### config.mk
export PLATFORM = sky130hd
export DESIGN_NAME = crpe_ram
export DESIGN_NICKNAME = d
export VERILOG_FILES = /design/src/hw/rtl/crpe_ram.sv
export SDC_FILE = /design/constraint.sdc
export NUM_CORES = 2
export LEC_CHECK = 0
export ABC_CLOCK_PERIOD_IN_PS = 5700
export BUFFER_PORTS_ARGS = -buffer_cell sky130_fd_sc_hd__buf_2
export CELL_PAD_IN_SITES_DETAIL_PLACEMENT = 0
export CELL_PAD_IN_SITES_GLOBAL_PLACEMENT = 1
export CORE_MARGIN = 4
export CORE_UTILIZATION = 45
export CTS_CLUSTER_DIAMETER = 120
export DETAILED_ROUTE_END_ITERATION = 8
export MAX_ROUTING_LAYER = met4
export PLACE_DENSITY_LB_ADDON = 0.1
export SYNTH_ARGS = -nofsm -noshare
export SYNTH_HDL_FRONTEND = slang
export SYNTH_SLANG_ARGS = --single-unit
### constraint.sdc
create_clock -name clk -period 5.7 [get_ports clk]
set_clock_uncertainty 0.15 [all_clocks]
set_input_delay 1.71 -clock clk [delete_from_list [all_inputs] [get_ports clk]]
set_output_delay 1.71 -clock clk [all_outputs]
set_load 0.01 [all_outputs]
### src/hw/rtl/crpe_ram.sv
// generic ram: one write port, two read ports, registered read data
// depends on nothing
module crpe_ram #(
  parameter int WIDTH = 32,
  parameter int DEPTH = 64,
  localparam int AW   = $clog2(DEPTH)
) (
  input  logic             clk,
  input  logic             we,
  input  logic [AW-1:0]    waddr,
  input  logic [WIDTH-1:0] wdata,
  input  logic             re,
  input  logic [AW-1:0]    raddr_a,
  input  logic [AW-1:0]    raddr_b,
  output logic [WIDTH-1:0] rdata_a,
  output logic [WIDTH-1:0] rdata_b
);

  logic [WIDTH-1:0] mem [DEPTH];

  always_ff @(posedge clk) begin
    if (we) begin
      mem[waddr] <= wdata;
    end
    if (re) begin
      rdata_a <= mem[raddr_a];
      rdata_b <= mem[raddr_b];
    end
  end

endmodule

==> impl_metrics.toml <==
[yosys]
synth_top_cell_area_share_pct = 65.9
yosysSeqAreaShare_pct = 65.9
avgSynthCellArea_um2 = 21.8
synth_area_leader_cell = "edfxtp_1"
synthAdderAreaFrac_pct = 0
ys_warn_count = 0
synth_mux_area_share_pct = 28.8
synth_fp_nets = 4465
yosys.area_share.xor_xnor_pct = 0
synth_top_family_by_area = "multiplexers"
ys_ff_latch = 2112
synthFlopType = "edfxtp_1"
synth_simple_gate_area_share_pct = 1.13
synth_area_um2 = 96300
synth_cells = 4412
synth_edf_count = 2112
synth_cell_types = 37
synth_compound_area_share_pct = 2.38
netlist_top_cells_area = "edfxtp_1 (66%), mux4_2 (26%), mux2i_1 (2.1%)"
async_reset_ff_share_pct = 0

[floorplan]
die-height_um = 471
rows = 169
io_pins = 117
initial_core_util_pct = 45.3
die_w_um = 471
core_area_um2 = 213000
die_area_um2 = 221000

[sta]
hold_violations = 0
fmax_mhz = 220
setup_tns_ns = 0
finalSetupViolCount = 0
drv_slew = 0
rsz0062_at_grt = "no"
finalCritPeriodShare_pct = 79.7
post-route-min-period_ns = 4.54
hold_slack_ns = 0.781
slew_headroom_pct = 16.6
worst_pin_slew_ns = 1.25

[placement]
dpl.cell_count = 7295
io_buffer_count = 116
gp_congestion = 0.813
hpwl_mm = 185

[global_routing]
grt_overflow = 0
grt_max_degree = 90
grt_pass1_wl_mm = 433
grtUsageTotal_pct = 29.0
grt_antenna_before_repair = 28
grt_pass1_vias = 53000

[cells_and_area]
syn2layout_area_growth_pct = 13.9
final_cells = 7729
fill_cells = 16600
layout_common_cells = "edfxtp_1 (2,112), mux4_2 (1,124), clkbuf_16 (231), buf_4 (225), mux2i_1 (204)"
seq_area_um2 = 63400
multi_input_area_um2 = 31600
layout_commonest_cell = "edfxtp_1"
utilization_pct = 51.6
fin_nets = 4753
drive_gt1_share_pct = 40.2

[power]
power.density_nw_per_um2 = 318
p_leak_nw = 34.4
peakVddDrop_mv = 0.310

[cts]
cts_tree = "done"
clock_path_buffers = 3
hold_buffers = 0
cts_buffers = 224
cts_root_buffer = "clkbuf_16"
post_cts_resized = 0
clk_latency_ns = 0.86
cts.sinks = 2112
postCtsSetupRepairBufs = 0
clk_pin_slew_ns = 0.06
htree_levels = 4

[worst_setup_path]
start_kind = "input port"
critPathCaptureType = "flip-flop"
crit_required_ns = 6.05
arrival_ns = 4.89
r2r_slack_ns = 2.76
path_max_fanout = 27
crit_type = "input port to flip-flop"

[route]
drt-total-wl_mm = 311
via_count = 52500
drc_errors = 0
drtIter0Drc = 6462
drtAntennaViolNets = 0
dr.pass1.iters = 7
drt-vias-per-instance = 6.80
post_drt_wl_per_cell_um = 40.3

[worst_hold_path]
hold_class = "flip-flop to flip-flop"

[run]
cap_violations = 0

[status]
status = "complete, no violations"
## per-layer routing
metal	GRT usage, %	vias to the layer above	part of all wire (%)
met5	-	-	0
met4	8.27	0	3.0
met3	6.33	510	9.3
met2	43.8	2711	47
met1	40.1	29100	41
li1	-	20200	-
## critical path: stages
cell and delay (ns):
buf_8 0.35, buf_12 0.27, buf_4 0.37, mux4_2 0.57, mux4_2 0.51, o22ai_1 0.74
a21oi_1 0.32
## state kept, by name (all words and copies together) (netlist names)
register  cells
mem        2048
rdata_a      32
rdata_b      32
## layout make-up
| type | count | share of cell area (%) |
|---|---|---|
| repair buffers | 409 | 3.41 |
| multi-input cells | 1952 | 28.9 |
| clock inverters | 149 | 1.25 |
| inverters | 1 | 0.00342 |
| clock buffers | 268 | 5.40 |
| well taps | 2821 | 3.22 |
| flip-flops and latches | 2112 | 57.8 |
| diodes | 17 | 0.0388 |
## worst paths after layout
path | start | endpoint | depth (start not counted)
setup / recovery | raddr_b[0] | rdata_b[19] | 7
hold / removal | mem[36][15] | rdata_a[15] | 4
setup reg to reg | mem[28][19] | rdata_b[19] | 4
hold reg to reg | mem[36][15] | rdata_a[15] | 4
## kinds of logic after synthesis
kind of cell,after synthesis
DFF,2112
muxes,1364
buffers and inverters,348
AOI/OAI and AO/OA,340
and+or+nand+nor,248
## synthesized netlist by cell type, drive strengths merged, types with 9 or more instances
cell	number
edfxtp	2112
mux4	1124
buf	212
mux2i	204
clkbuf	135
nor2	94
nand2	93
a22oi	85
a21oi	58
o22ai	56
o21ai	49
mux2	36
o211ai	27
nor2b	19
o221ai	16
a211oi	15
a221oi	13
a32oi	9
nand3	9
o32a	9
## through the flow
stage,cell area [µm²],power [mW],setup WS [ns]
after floorplan,96300,19.3,0.649
after global placement,102000,20.6,0.320
after detailed placement,102000,20.6,0.290
after CTS,110000,35.1,1.24
after global routing,110000,36.0,0.934
final,110000,34.9,1.16
## power by group
part	switching, mW	internal [mW]
combinational	1.70	1.19
clock	6.10	8.51
sequential	0.0905	17.3
(Power assumes the default switching activity.)
